[config.mk]
export PLATFORM = sky130hd
export DESIGN_NAME = rsp_front_flat
export DESIGN_NICKNAME = d
export VERILOG_FILES = /design/src/sv/rsp_pkg.sv /design/src/sv/rsp_ifs.sv /design/src/sv/rsp_front.sv /design/src/flat_wrapper.sv
export SDC_FILE = /design/constraint.sdc
export NUM_CORES = 1
export LEC_CHECK = 0
export BUFFER_PORTS_ARGS = -buffer_cell sky130_fd_sc_hd__buf_2
export CORE_AREA = 5 5 42 44
export DETAILED_ROUTE_END_ITERATION = 10
export DIE_AREA = 0 0 47 49
export SYNTH_ARGS = -nofsm -noshare
export SYNTH_HDL_FRONTEND = slang
export SYNTH_SLANG_ARGS = --single-unit
[constraint.sdc]
create_clock -name vclk -period 1.57
set_input_delay 0.314 -clock vclk [all_inputs]
set_output_delay 0.314 -clock vclk [all_outputs]
set_load 0.005 [all_outputs]
[src/sv/rsp_pkg.sv]
// Package: shared types, codes and constants of the RGB status pattern engine.
`default_nettype none

package rsp_pkg;

	localparam int FIFO_DEPTH_DEF = 4;

	localparam int CFG_IDX_W  = 3;
	localparam int CFG_DATA_W = 12;

	typedef enum logic [3:0] {
		IND_NONE,
		IND_CONNECT,
		IND_PWR_DOWN,
		IND_REBOOT_REL,
		IND_ACCEPTED,
		IND_REJECTED,
		IND_NO_GNSS,
		IND_PUSHED,
		IND_RELEASE,
		IND_RST_FRAME,
		IND_RST_PROG
	} ind_t;

	typedef enum logic [CFG_IDX_W-1:0] {
		REG_LOOP_PERIOD,
		REG_MIN_SATS,
		REG_ON_TIME,
		REG_OFF_TIME,
		REG_GNSS_OFF,
		REG_RAMP_STEP
	} reg_idx_t;

	localparam logic [2:0] PWR_DOWN    = 3'd1;
	localparam logic [2:0] PWR_REBOOT  = 3'd2;
	localparam logic [2:0] PWR_HELD    = 3'd3;
	localparam logic [2:0] PWR_RELEASE = 3'd4;

	localparam logic [1:0] RST_FRAME = 2'd1;
	localparam logic [1:0] RST_PROG  = 2'd2;

	localparam logic [1:0] FS_ACCEPTED = 2'd1;
	localparam logic [1:0] FS_REJECTED = 2'd2;
	localparam logic [1:0] FS_NO_LINK  = 2'd3;

	localparam logic [15:0] DUTY_OFF   = 16'h0000;
	localparam logic [15:0] DUTY_FULL  = 16'hFFFF;
	localparam logic [15:0] DUTY_SOFT  = 16'h5FFF;
	localparam logic [15:0] RAMP_TOP   = 16'd63000;
	localparam logic [15:0] RAMP_BIG   = 16'd3000;
	localparam logic [15:0] RAMP_SMALL = 16'd1500;

	localparam logic [9:0]  LOOP_PERIOD_RST = 10'd10;
	localparam logic [5:0]  MIN_SATS_RST    = 6'd3;
	localparam logic [11:0] ON_TIME_RST     = 12'd50;
	localparam logic [11:0] OFF_TIME_RST    = 12'd1500;
	localparam logic [11:0] GNSS_OFF_RST    = 12'd2000;
	localparam logic [11:0] RAMP_STEP_RST   = 12'd10;
	localparam logic [11:0] ARM_CHANGE_MS   = 12'd1;

	typedef struct packed {
		logic [9:0]  loop_period_ms;
		logic [11:0] on_time_ms;
		logic [11:0] off_time_ms;
		logic [11:0] gnss_off_time_ms;
		logic [11:0] ramp_step_ms;
	} tim_cfg_t;

	typedef struct packed {
		logic empty;
		logic full;
	} q_st_t;

endpackage

`default_nettype wire

[src/sv/rsp_ifs.sv]
// Interfaces: status input, duty result and register write channels.
`default_nettype none

interface rsp_in_if;
	logic       valid;
	logic       ready;
	logic [2:0] power_status;
	logic [1:0] reset_status;
	logic       control_power_on;
	logic [1:0] flight_status;
	logic [5:0] satellites;

	modport source (output valid, power_status, reset_status, control_power_on,
		flight_status, satellites, input ready);
	modport sink (input valid, power_status, reset_status, control_power_on,
		flight_status, satellites, output ready);
endinterface


`default_nettype wire

[src/sv/rsp_front.sv]
// Front end: accepts status transactions and resolves the indication priority.
`default_nettype none

module rsp_front import rsp_pkg::*; (
	rsp_in_if.sink     status,
	input  logic [5:0] min_satellites,
	input  q_st_t      q_st,
	output logic       push,
	output ind_t       push_ind
);

	assign status.ready = !q_st.full;
	assign push         = status.valid && status.ready;

	always_comb begin
		if (status.power_status == PWR_DOWN)          push_ind = IND_PWR_DOWN;
		else if (status.reset_status == RST_FRAME)    push_ind = IND_RST_FRAME;
		else if (status.power_status == PWR_REBOOT)   push_ind = IND_REBOOT_REL;
		else if (status.reset_status == RST_PROG)     push_ind = IND_RST_PROG;
		else if (status.power_status == PWR_HELD)     push_ind = IND_PUSHED;
		else if (status.power_status == PWR_RELEASE)  push_ind = IND_RELEASE;
		else if (!status.control_power_on)            push_ind = IND_PWR_DOWN;
		else if (status.flight_status == FS_ACCEPTED) push_ind = IND_ACCEPTED;
		else if (status.flight_status == FS_REJECTED)
			push_ind = (status.satellites < min_satellites) ? IND_NO_GNSS : IND_REJECTED;
		else if (status.flight_status == FS_NO_LINK)  push_ind = IND_CONNECT;
		else                                          push_ind = IND_NONE;
	end

endmodule

`default_nettype wire

[src/flat_wrapper.sv]
// flat-port wrapper written by rule: the top's interface ports become plain ports
module rsp_front_flat import rsp_pkg::*;
  (min_satellites, q_st, push, push_ind, status_valid, status_power_status, status_reset_status, status_control_power_on, status_flight_status, status_satellites, status_ready);
  rsp_in_if status_i ();
  input  logic [5:0] min_satellites;
  input  q_st_t q_st;
  output logic push;
  output ind_t push_ind;
  input wire logic [$bits(status_i.valid)-1:0] status_valid;
  input wire logic [$bits(status_i.power_status)-1:0] status_power_status;
  input wire logic [$bits(status_i.reset_status)-1:0] status_reset_status;
  input wire logic [$bits(status_i.control_power_on)-1:0] status_control_power_on;
  input wire logic [$bits(status_i.flight_status)-1:0] status_flight_status;
  input wire logic [$bits(status_i.satellites)-1:0] status_satellites;
  output wire logic [$bits(status_i.ready)-1:0] status_ready;
  assign status_i.valid = status_valid;
  assign status_i.power_status = status_power_status;
  assign status_i.reset_status = status_reset_status;
  assign status_i.control_power_on = status_control_power_on;
  assign status_i.flight_status = status_flight_status;
  assign status_i.satellites = status_satellites;
  assign status_ready = status_i.ready;
  rsp_front u_core (.status(status_i), .min_satellites(min_satellites), .q_st(q_st), .push(push), .push_ind(push_ind));
endmodule
After elaboration in Yosys (flattened, before gate mapping)
Index checks and enable logic that the tools add are counted.
{"block": "totals", "output_inout_bits": 6, "n_memories": 0, "latchBits": 0, "wordCells": 23, "register_bits": 0, "ram_bits": 0, "rom_bits": 0, "in_bits": 23}
{"block": "classes", "addsub": 0, "n_mux": 11, "n_mul": 0, "n_eq_ne": 9, "reduce_logical": 2, "shift": 0, "n_lt_le_gt_ge": 1, "div_mod_pow": 0, "bitwise": 0}
{"cell": "$mux W4", "count": 9}
{"cell": "$eq A2 B2 Y1 const B", "count": 3}
{"cell": "$eq A3 B2 Y1 const B", "count": 2}
{"cell": "$lt A6 B6 Y1", "count": 1}
{"cell": "$eq A2 B1 Y1 const B", "count": 2}
{"cell": "$eq A3 B1 Y1 const B", "count": 1}
{"cell": "$eq A3 B3 Y1 const B", "count": 1}
{"cell": "$mux W2", "count": 1}
{"cell": "$logic_and A1 B1 Y1", "count": 1}
{"cell": "$logic_not A1 Y1", "count": 1}
{"cell": "$mux W1", "count": 1}

Depth between registers and ports, before layout
Gate-level depths: netlist of run 1.
{"block": "logic_depth", "word_depth": 11, "depth_mapped": 7, "depth_no_buf": 7}

Least setup slack after synthesis of run 1
OpenSTA, ideal clock, no wires.
{"block": "synth_path", "kind": "input -> output", "startpoint": "input port min_satellites[2]", "endpoint": "output port push_ind[1]", "setup_slack_ns": -0.001, "path_buffers": 0, "required_ns": 1.256, "stages": 7, "arrival_time_ns": 1.257, "cell_sequence": "inv_1 ha_1 a21oi_2 o21ai_2 a41oi_2 a31oi_1 nor3_2"}
{"block": "synth_via", "elab_chain_len": 11}
{"element": "start: declaration", "line_no": "flat_wrapper.sv:5", "rtl": "input logic [5:0] min_satellites;"}
{"element": "$lt A6 B6 Y1", "line_no": "rsp_front.sv:25", "rtl": "push_ind = (status.satellites < min_satellites) ? IND_NO_GNSS : IND_REJECTED;"}
{"element": "$mux W2", "line_no": "rsp_front.sv:25"}
{"element": "$mux W4", "line_no": "rsp_front.sv:24", "rtl": "else if (status.flight_status == FS_REJECTED)"}
{"element": "$mux W4", "line_no": "rsp_front.sv:23", "rtl": "else if (status.flight_status == FS_ACCEPTED) push_ind = IND_ACCEPTED;"}
{"element": "$mux W4", "line_no": "rsp_front.sv:22", "rtl": "else if (!status.control_power_on) push_ind = IND_PWR_DOWN;"}
{"element": "$mux W4", "line_no": "rsp_front.sv:21", "rtl": "else if (status.power_status == PWR_RELEASE) push_ind = IND_RELEASE;"}
{"element": "$mux W4", "line_no": "rsp_front.sv:20", "rtl": "else if (status.power_status == PWR_HELD) push_ind = IND_PUSHED;"}
{"element": "$mux W4", "line_no": "rsp_front.sv:19", "rtl": "else if (status.reset_status == RST_PROG) push_ind = IND_RST_PROG;"}
{"element": "$mux W4", "line_no": "rsp_front.sv:18", "rtl": "else if (status.power_status == PWR_REBOOT) push_ind = IND_REBOOT_REL;"}
{"element": "$mux W4", "line_no": "rsp_front.sv:17", "rtl": "else if (status.reset_status == RST_FRAME) push_ind = IND_RST_FRAME;"}
{"element": "$mux W4", "line_no": "rsp_front.sv:16", "rtl": "if (status.power_status == PWR_DOWN) push_ind = IND_PWR_DOWN;"}
{"element": "end: declaration", "line_no": "flat_wrapper.sv:8", "rtl": "output ind_t push_ind;"}
Every way passes these cells.

Final worst setup path of run 1
{"block": "layout_path", "startpoint": "input port min_satellites[2]", "endpoint": "output port push_ind[0]"}
The elaborated chain is that of the path after synthesis.

==> results.md, run 1 <==
Outcome:
- The flow ran to the end, but the final reports show violations.
- The checks that failed: setup timing.

Drt:
- The pre-antenna-repair detailed-routing pass consisted of 4 iterations.
- The starting DRC count in detailed routing is 4.
- After detailed routing, the number of remaining DRC violations is 0.
- In this run the remaining antenna-violating nets after routing total 0.
- The average routed wire per standard cell is ~9.5 um.
- For this block, the via count after detailed routing is around 500.
- The number of vias per cell after detailed routing is roughly 4.8.
- The routed wire length is 978 um.

Synthesis:
- The biggest area contributor in the post-synthesis netlist is sky130_fd_sc_hd__ha_1.
- The largest family of logic cells by synthesized area is simple AND/OR/NAND/NOR gates.
- The synthesized netlist net count is around 90.
- The number of distinct library cells after synthesis is 26.
- Yosys attributes the largest share of cell area to sky130_fd_sc_hd__ha_1, sky130_fd_sc_hd__inv_1, sky130_fd_sc_hd__a21oi_1, sky130_fd_sc_hd__o21ai_0, sky130_fd_sc_hd__nand2_1.
- The cell area after synthesis is between 300 and 400 um2.
- Of the total synthesized cell area, the portion taken by AND, OR, NAND and NOR gates is 0.321.
- The sequential element share of the synthesized area is 0.
- Synthesis produced a netlist whose cell count is around 60.
- The mean instance size in the synthesized netlist is between 6 and 7 um2.
- The adder-cell area share of the yosys netlist is 0.220.
- Counting instances in the post-synthesis netlist gives the leading cell types as sky130_fd_sc_hd__inv_1, sky130_fd_sc_hd__ha_1, sky130_fd_sc_hd__a21oi_1, sky130_fd_sc_hd__nand2_1.
- Of the post-synthesis cell area, the part taken by muxes is 0.
- For this run, the number of Yosys warnings is 0.
- Of the post-synthesis cell area, the dominant cell type holds 0.220.
- sky130_fd_sc_hd__inv_1 is the most common cell in the netlist.
- The complex-gate fraction of the synthesized area was 0.305.
- Of the total synthesized cell area, the portion taken by XOR and XNOR cells is 0.0220.

GRT:
- The via count of the first global-routing pass came to around 430.
- For this run, the total global-route usage over all layers was measured as 0.0765.
- The number of antenna violations at the first check in global routing was 0.
- Entering global routing, the biggest net connects 10 pins.
- The sum of overflow across all layers after global routing is 0.
- The first global-routing pass estimated 1470 um of wire.

Placed design:
- The total half-perimeter wirelength after legalization and detailed placement is about 850 um.
- Summing all placed instances gives a cell area of between 500 and 600 um2.
- The cell total after placement is ~100.
- During placement, the flow inserted port buffers numbering 28.
- The final estimated routing congestion in global placement is around 0.80.

STA:
- The ratio of final minimum period to clock period is 1.07.
- In the final timing run, aggregate negative setup slack is -196 ps.
- The tightest slew margin relative to the limit is 0.817.
- The measured slew at the worst slew-check pin is 272 ps.
- The count of final setup violators is 2.
- Setup slack on the critical path of the routed design comes to -109 ps.
- The total count of max-transition violations in the final report is 0.
- Setup repair after global routing could not meet its margin everywhere.
- Counting I/O delays and the setup requirement, the final critical path takes between 1500 and 2000 ps.
- The top achievable clock speed is just under 0.6 GHz.
- The final-report hold violation count came to 0.

Die:
- The number of rows in the core area is 14.
- The I/O pin total is 29.
- The core region is 1400 um2.
- The die outline area is 2300 um2.
- The starting density of the core is 0.284.
- The floorplan step set the die height to about 50 um.
- The width of the die is between 40 and 50 um.

Setup path:
- Tracing the worst setup path back leads to its startpoint at min_satellites[2].
- The critical path is of the input port to output pin type.
- For the worst setup path, the data required time is 1260 ps.
- The worst setup path is captured at an output pin.
- Along the worst path, the maximum fanout reaches 2.
- The data arrival time at the worst-slack endpoint is roughly 1400 ps.
- The worst setup path is launched from an input port.

Pwr:
- The standby leakage power is about 0.00033 uW.
- The power density over the cells is roughly 260 nW/um2.
- The highest ir drop seen on vdd is 0.000127 V.

Finish:
- Summing all non-filler instances in the final layout gives an area of 657 um2.
- There are 0 flip-flops and latches.
- In the final design database the tool counted 119 nets.
- The relative area change from synthesis to final layout is 65.1%.
- The filler cell count is about 150.
- For this run, the number of standard cells in the final layout without fillers is 103.
- 0 antenna diodes ended up in the layout.
- Of the cells placed in the final design, the portion with a size suffix greater than 1 is 0.540.
- The clock buffer count in the final layout is 0.
- The sequential cell area is 0 um2.

Clock network:
- The number of buffers inserted by post-CTS setup repair is 0.
- The hold buffer count at cts is 0.

Job:
- The tool flagged a number of max-cap violations equal to 0.

Min path:
- The type of the most critical hold path is input port to output pin.
- The hold path startpoint is q_st[0].
-- cell families (layout without fill, tap and decap cells) --
family                     Yosys count  count (layout)
AOI/OAI and AO/OA                   18              18
buffers and inverters               13              41
xor gates and xnor gates             1               1
adders and majority gates            7               7
and+or+nand+nor                     20              20
-- final timing paths --
check / endpoint / slack (ps) / cells after the start
setup / recovery: push_ind[0] / -110 / 9
hold / removal: status_ready / 850 / 3
-- layout make-up --
cell class	count	area [um2]	share of cell area
timing repair buffer	29	185	0.282
tap	16	20.0	0.0305
multi-input combinational	46	402	0.611
inverter	12	50.0	0.0762
-- worst max-delay path, stage by stage --
cell and delay [ps]:
sky130_fd_sc_hd__buf_6 80, sky130_fd_sc_hd__inv_4 30, sky130_fd_sc_hd__ha_4 260, sky130_fd_sc_hd__nand2_2 40, sky130_fd_sc_hd__o21ai_2 110, sky130_fd_sc_hd__a41oi_2 110
sky130_fd_sc_hd__o21ai_1 130, sky130_fd_sc_hd__nor3b_2 160, sky130_fd_sc_hd__buf_2 130
-- power by group --
group / internal [uW] / switching [uW] / total [uW]
Clock: 0 / 0 / 0
Combinational: 95.1 / 77.9 / 173
Sequential: 0 / 0 / 0
-- metrics by stage --
| step | total power (uW) | setup WS [ps] | util | hold WS (ps) |
|---|---|---|---|---|
| after floorplan | 87.2 | 13.5 | - | 655 |
| after CTS | 172 | -144 | 0.458 | 858 |
| after global routing | 192 | -243 | 0.469 | 883 |
| after detailed placement | 148 | -256 | 0.407 | 858 |
| final | 173 | -109 | 0.469 | 855 |
| after global placement | 146 | -248 | 0.407 | 851 |
-- placed cells by master, fill, tap and decap left out, types with 2 or more instances in the layout --
cell,n
sky130_fd_sc_hd__inv_1,8
sky130_fd_sc_hd__ha_1,3
sky130_fd_sc_hd__ha_4,4
sky130_fd_sc_hd__inv_2,2
sky130_fd_sc_hd__buf_6,6
sky130_fd_sc_hd__a21oi_2,2
sky130_fd_sc_hd__o21ai_1,2
sky130_fd_sc_hd__nand2b_2,2
sky130_fd_sc_hd__inv_4,2
sky130_fd_sc_hd__nor2_1,4
sky130_fd_sc_hd__nand2_1,4
sky130_fd_sc_hd__nor2b_1,2
sky130_fd_sc_hd__a21oi_1,4
sky130_fd_sc_hd__buf_2,22
sky130_fd_sc_hd__o21ai_0,4
-- routing by layer --
| layer | part of all wire | track usage |
|---|---|---|
| met1 | 0.39 | 0.0935 |
| met2 | 0.45 | 0.145 |
| met3 | 0.15 | 0.00738 |
| met4 | 0 | 0 |
| met5 | 0 | 0 |
-- repair_timing --
action,4_1_cts,5_1_grt
endpoints found under the setup margin,2,2
gates resized for setup,13,3
pin swaps,5,2
No activity file was read; power rests on OpenSTA's default activity.
==> run 2: changes to the inputs <==
--- a/config.mk
+++ b/config.mk
@@ -9,6 +9,7 @@
 export CORE_AREA = 5 5 42 44
 export DETAILED_ROUTE_END_ITERATION = 10
 export DIE_AREA = 0 0 47 49
+export MAX_ROUTING_LAYER = met4
 export SYNTH_ARGS = -nofsm -noshare
 export SYNTH_HDL_FRONTEND = slang
 export SYNTH_SLANG_ARGS = --single-unit
==> constraint.sdc (replaced) <==
create_clock -name vclk -period 2.09
set_input_delay 0.418 -clock vclk [all_inputs]
set_output_delay 0.418 -clock vclk [all_outputs]
set_load 0.005 [all_outputs]
==> results.md, run 2 (synthesis results as in run 1) <==
Outcome:
- The flow ran to the end, and the final reports show no timing, DRC or antenna violations.

Die:
- Pin placement for this block handled 29 I/O pins.
- After floorplanning, the core was sized to cover 1400 um2.
- The die is 47 um wide.
- The height of the die is approximately 50 um.
- The floorplan step defined a die boundary enclosing about 2300 um2.
- Row generation in the floorplan step produced 14 rows.
- The starting density of the core is 0.284.

Finish:
- The layout has approximately 160 filler cells.
- The share of cells above drive strength 1 is 0.442.
- The relative area change from synthesis to final layout is 41.5%.
- The sequential cell area is 0 um2.
- The finished layout cell area is between 500 and 600 um2.
- The footprint of the multi-input gates is 358 um2.
- The final sequential cell count is 0.
- 0 antenna diodes ended up in the layout.
- In the finished layout, the clock tree contains a buffer count of 0.
- Leaving out fill and tap cells, the most frequent cell in the layout is sky130_fd_sc_hd__buf_2.
- The net count of the finished layout is about 120.
- In the layout the commonest cells are sky130_fd_sc_hd__buf_2, sky130_fd_sc_hd__inv_1, sky130_fd_sc_hd__ha_1.

GRT:
- The sum of overflow across all layers after global routing is 0.
- Entering global routing, the biggest net connects 10 pins.
- The via count of the first global-routing pass was slightly above 400.
- The first global-routing pass estimated ~1500 um of wire.
- The global-route usage over all layers is 0.0791.
- The number of antenna violations at the first check in global routing came to 0.

Setup path:
- The delay contributed by the slowest stage of the critical path is between 300 and 400 ps.
- Tracing the worst setup path back leads to its startpoint at status_satellites[5].
- The critical path's most frequent cell is sky130_fd_sc_hd__buf_2.
- The top cell family by delay on the critical path is compound AO/OA/AOI/OAI gates.
- STA classifies the critical path startpoint as an input port.
- The endpoint type of the worst setup path is an output pin.
- In this run the worst path has a maximum fanout of 3.
- The critical path goes through buf_2 -> ha_1 -> a21oi_1 -> nand2_1 -> a41oi_2 -> a31oi_1 -> nor3_2 -> buf_2.
- The required arrival time at the worst endpoint is around 1700 ps.
- The critical path is of the input port to output pin type.
- The cell at the slowest stage of the critical path is sky130_fd_sc_hd__ha_1.
- The number of buffers and inverters on the critical path is 2.
- For the worst setup path, the data arrival time is 1560 ps.

STA:
- The total count of max-transition violations in the final report is 0.
- Setup repair after global routing left no endpoint under its margin.
- The ratio of final minimum period to clock period is 0.947.
- For the final routed database, the setup TNS stands at 0 ps.
- The final-report hold violation count is 0.
- Hold timing on the final database bottoms out at a slack of around 1100 ps.
- The top achievable clock speed is between 0.5 and 0.6 GHz.
- Measured against its own limit, the worst slew margin works out to 0.800.
- The final period demand of the worst path is 1980 ps.
- The count of final setup violators is 0.
- The measured slew at the worst slew-check pin is a little under 300 ps.

Placed design:
- At the end of routability-driven placement, the weighted congestion stood at about 0.80.
- The total half-perimeter wirelength after legalization and detailed placement is approximately 860 um.
- The post-detailed-placement cell area is approximately 550 um2.
- Input and output buffers added on the ports amount to 28.

Pwr:
- The share of total power dissipated in the clock network is 0.
- Power spread over the standard cell area amounts to about 190 nW/um2.
- The worst-case IR drop observed on VDD is approximately 0.000073 V.
- Of the total power, registers draw 0.
- The standby leakage power is about 0.00031 uW.
- The combinational group share of total power is 1.000.
- The net switching component of the power is 52.4 uW.
- The internal portion of the total power is about 55 uW.
- The share of total power consumed by net switching is 0.489.

Clock network:
- The number of setup buffers added after CTS is 0.
- The hold buffer count at cts is 0.
- The number of gates resized after CTS was 0.

Drt:
- After the first detailed-routing iteration, the DRC count stood at 2.
- Dividing the detail-routed wire length by the instance count gives roughly 9.4 um.
- The number of vias per cell after detailed routing is 4.75.
- Detailed routing inserted a total of around 480 vias.
- After detailed routing, the total wire length is roughly 960 um.
- For this run, design rule violations remaining after detail routing come to 0.
- In this run the remaining antenna-violating nets after routing total 0.
- The first TritonRoute pass finished after 2 iterations.

Min path:
- The min-delay analysis places its worst path in the category input port to output pin.
- In this run the most critical hold path is launched from q_st[0].
- The worst hold path terminates at status_ready.
- Along the worst hold path, the cell count comes to 3.

Job:
- The tool flagged a number of max-cap violations equal to 0.
## run 2: changes by cell type in the layout (fill, tap and decap cells not counted)
cell	before	now
sky130_fd_sc_hd__buf_6	6	0
sky130_fd_sc_hd__a21oi_2	2	1
sky130_fd_sc_hd__nand2_2	1	0
sky130_fd_sc_hd__buf_4	1	0
sky130_fd_sc_hd__inv_4	2	0
sky130_fd_sc_hd__a21oi_1	4	5
sky130_fd_sc_hd__nand2_1	4	5
sky130_fd_sc_hd__buf_2	22	28
sky130_fd_sc_hd__ha_4	4	1
sky130_fd_sc_hd__inv_2	2	1
sky130_fd_sc_hd__inv_1	8	11
sky130_fd_sc_hd__ha_1	3	6
## run 2: through the flow
| step | worst slack (ps) | total power, uW | utilization | instances |
|---|---|---|---|---|
| finish | 112 | 107 | 0.402 | 102 |
| global route | 12.7 | 122 | 0.402 | 102 |
| CTS | 60.7 | 107 | 0.393 | 102 |
| detailed placement | 66.0 | 106 | 0.393 | 102 |
| global placement | 53.6 | 105 | 0.393 | 102 |
| floorplan | 311 | 63.5 | - | 59 |
## run 2: worst max-delay path by stage
| stage | slack, ps | depth (start not counted) | endpoint |
|---|---|---|---|
| 6_report | 110 | 8 | push_ind[1] |
| 5_1_grt | 10 | 8 | push_ind[0] |
| 4_1_cts | 60 | 8 | push_ind[0] |
| 3_5_place_dp | 70 | 8 | push_ind[0] |
| 3_3_place_gp | 50 | 8 | push_ind[1] |
| 2_1_floorplan | 310 | 7 | push_ind[1] |
## run 2: routing by layer
metal,vias to the layer above,GRT usage,part of all wire
li1,258,-,-
met2,23,0.143,0.42
met4,0,0,0
met3,0,0.00369,0.17
met1,203,0.100,0.41
met5,-,-,0
## run 2: power groups by stage
| stage | sequential (uW) | clock, uW | combinational [uW] |
|---|---|---|---|
| 2_1_floorplan | 0 | 0 | 63.5 |
| 3_3_place_gp | 0 | 0 | 105 |
| 3_5_place_dp | 0 | 0 | 106 |
| 4_1_cts | 0 | 0 | 107 |
| 5_1_grt | 0 | 0 | 122 |
| 6_report | 0 | 0 | 107 |
## run 2: area by class of cell
class              instances  share of cell area
inverters                 12              0.0800
well taps                 16              0.0356
repair buffers            28               0.249
multi-input cells         46               0.636
==> run 3: changes to the inputs <==
--- a/config.mk
+++ b/config.mk
@@ -6,10 +6,13 @@
 export NUM_CORES = 1
 export LEC_CHECK = 0
 export BUFFER_PORTS_ARGS = -buffer_cell sky130_fd_sc_hd__buf_2
-export CORE_AREA = 5 5 42 44
+export CELL_PAD_IN_SITES_DETAIL_PLACEMENT = 1
+export CELL_PAD_IN_SITES_GLOBAL_PLACEMENT = 1
+export CORE_MARGIN = 5
+export CORE_UTILIZATION = 28
 export DETAILED_ROUTE_END_ITERATION = 10
-export DIE_AREA = 0 0 47 49
 export MAX_ROUTING_LAYER = met4
+export PLACE_DENSITY_LB_ADDON = 0.1
 export SYNTH_ARGS = -nofsm -noshare
 export SYNTH_HDL_FRONTEND = slang
 export SYNTH_SLANG_ARGS = --single-unit
==> constraint.sdc (replaced) <==
create_clock -name vclk -period 2.1
set_input_delay 0.42 -clock vclk [all_inputs]
set_output_delay 0.42 -clock vclk [all_outputs]
set_load 0.005 [all_outputs]
==> results.md, run 3 (synthesis results as in run 1) <==
Clock network:
- The hold buffer count at cts is 0.
- The number of setup buffers added after CTS is 0.
- The post-cts resize count is 0.

STA:
- Setup repair after global routing left no endpoint under its margin.
- The measured slew at the worst slew-check pin is ~290 ps.
- Dividing the final minimum period by the clock period gives 0.957.
- The total count of max-transition violations in the final report is 0.
- The top achievable clock speed is between 0.4 and 0.5 GHz.
- Setup total negative slack on the finished layout was measured at 0 ps.
- Measured against its own limit, the worst slew margin works out to 0.806.
- For the finished layout, the period the worst path requires is around 2000 ps.
- The count of final setup violators is 0.
- The final-report hold violation count is 0.

Pwr:
- The design draws approximately 100 uW.
- Summed over all cells, the static leakage comes to 0.000313 uW.
- Power spread over the standard cell area amounts to around 190 nW/um2.
- Across the VDD grid, the largest voltage drop is 0.0000689 V.

Setup path:
- Traced cell by cell, the critical path runs through buf_2 -> ha_1 -> a21oi_2 -> o21ai_2 -> a41oi_2 -> a31oi_1 -> nor3_2 -> buf_2.
- The largest individual stage delay along the critical path comes from the cell sky130_fd_sc_hd__ha_1.
- The top cell family by delay on the critical path is compound AO/OA/AOI/OAI gates.
- The kind of start point of the critical path is an input port.
- The worst setup path is of the input port to output pin kind.
- For this run, the slowest stage of the critical path takes 310 ps.
- Along the worst path, the maximum fanout reaches 2.
- Counting both buffers and inverters, the worst setup path holds a total of 2.
- The total stage count of the critical path is 8.
- The critical path's most frequent cell is sky130_fd_sc_hd__buf_2.
- The required arrival time at the worst endpoint is 1680 ps.
- At the worst endpoint, the arrival time is between 1500 and 2000 ps.
- The endpoint type of the worst setup path is an output pin.

Die:
- For this design the top-level I/O count stands at 29.
- The die outline area is roughly 2300 um2.
- The width of the die is between 40 and 50 um.
- The initialized floorplan defines 13 standard-cell rows.
- The starting density of the core is 0.302.
- The placeable core region is between 1000 and 1500 um2.
- The height of the die is approximately 48 um.

Finish:
- The multi-input combinational cells in the finished layout cover a total of between 300 and 400 um2.
- The finished layout cell area is 549 um2.
- The net count of the finished layout is 118.
- There are 0 flip-flops and latches.
- The filler cell count is about 190.
- The library cells used most frequently in the layout, excluding fill and tap cells, are sky130_fd_sc_hd__buf_2, sky130_fd_sc_hd__inv_1, sky130_fd_sc_hd__ha_1.
- The clock buffer count in the final layout is 0.
- The diode insertion count for antenna repair is 0.
- In the final layout, the share of cells above drive strength 1 is 0.430.
- The relative area change from synthesis to final layout is 38.1%.
- In the final layout, flip-flops and latches occupy 0 um2.
- The most common library cell in the layout ignoring fill and taps is sky130_fd_sc_hd__buf_2.
- The final core area utilization is 0.417.

GRT:
- The number of antenna violations at the first check in global routing is 0.
- Entering global routing, the biggest net connects 10 pins.
- The via count of the first global-routing pass is 440.
- In the global route stage, overall resource usage came out at 0.0941.
- The sum of overflow across all layers after global routing is 0.
- The first-pass GRT wire length is around 1600 um.

Drt:
- The detailed router finished its first iteration with 5 violations.
- The DRC violations left is 0.
- Once detail routing completed, the nets flagged for antenna violations numbered 0.
- The number of vias per cell after detailed routing is 4.89.
- The routed wire length is around 1000 um.
- The first detailed-routing pass took 4 iterations.
- The vias after detailed routing is about 490.
- In the final routed layout, each cell accounts on average for approximately 10 um.

Placed design:
- Detailed placement finished with a half-perimeter wire length of about 980 um.
- In this run the tool buffered the top-level ports with 28 buffer cells.
- At the end of routability-driven placement, the weighted congestion stood at about 0.8.
- The post-detailed-placement cell area is approximately 550 um2.

Min path:
- The count of cells along the worst hold path is 3.
- The type of the most critical hold path is input port to output pin.

Job:
- The number of max-cap violations is 0.

Outcome:
- The flow ran to the end, and the final reports show no timing, DRC or antenna violations.
[run 3: final timing paths]
kind / startpoint / end / slack (ps)
max: status_satellites[2] / push_ind[1] / 90
min: q_st[0] / push / 1080
[run 3: final cells by class]
cell class / count / area share
multi-input combinational: 46 / 0.629
timing repair buffer: 28 / 0.255
inverter: 12 / 0.0820
tap: 15 / 0.0342
[run 3: stage by stage]
step           cells  worst slack [ps]  hold slack, ps
6_report         101              90.6            1080
5_1_grt          101              5.27            1090
4_1_cts          101              33.2            1080
3_5_place_dp     101              33.5            1080
3_3_place_gp     101              38.5            1060
2_1_floorplan     59               317             867
[run 3: metal layers]
metal	vias to the layer above	share of wire	track usage
met2	20	0.46	0.185
met1	217	0.41	0.112
met4	0	0	0
met3	0	0.13	0
li1	257	-	-
met5	-	0	-
[run 3: worst min-delay path: stages]
cell	delay [ps]
sky130_fd_sc_hd__buf_2	90
sky130_fd_sc_hd__nor2b_1	30
sky130_fd_sc_hd__buf_2	110
[run 3: report_power, final]
group          switching [uW]  total, uW  internal [uW]
clock                       0          0              0
sequential                  0          0              0
combinational            52.0        105           53.0
total                    52.0        105           53.0
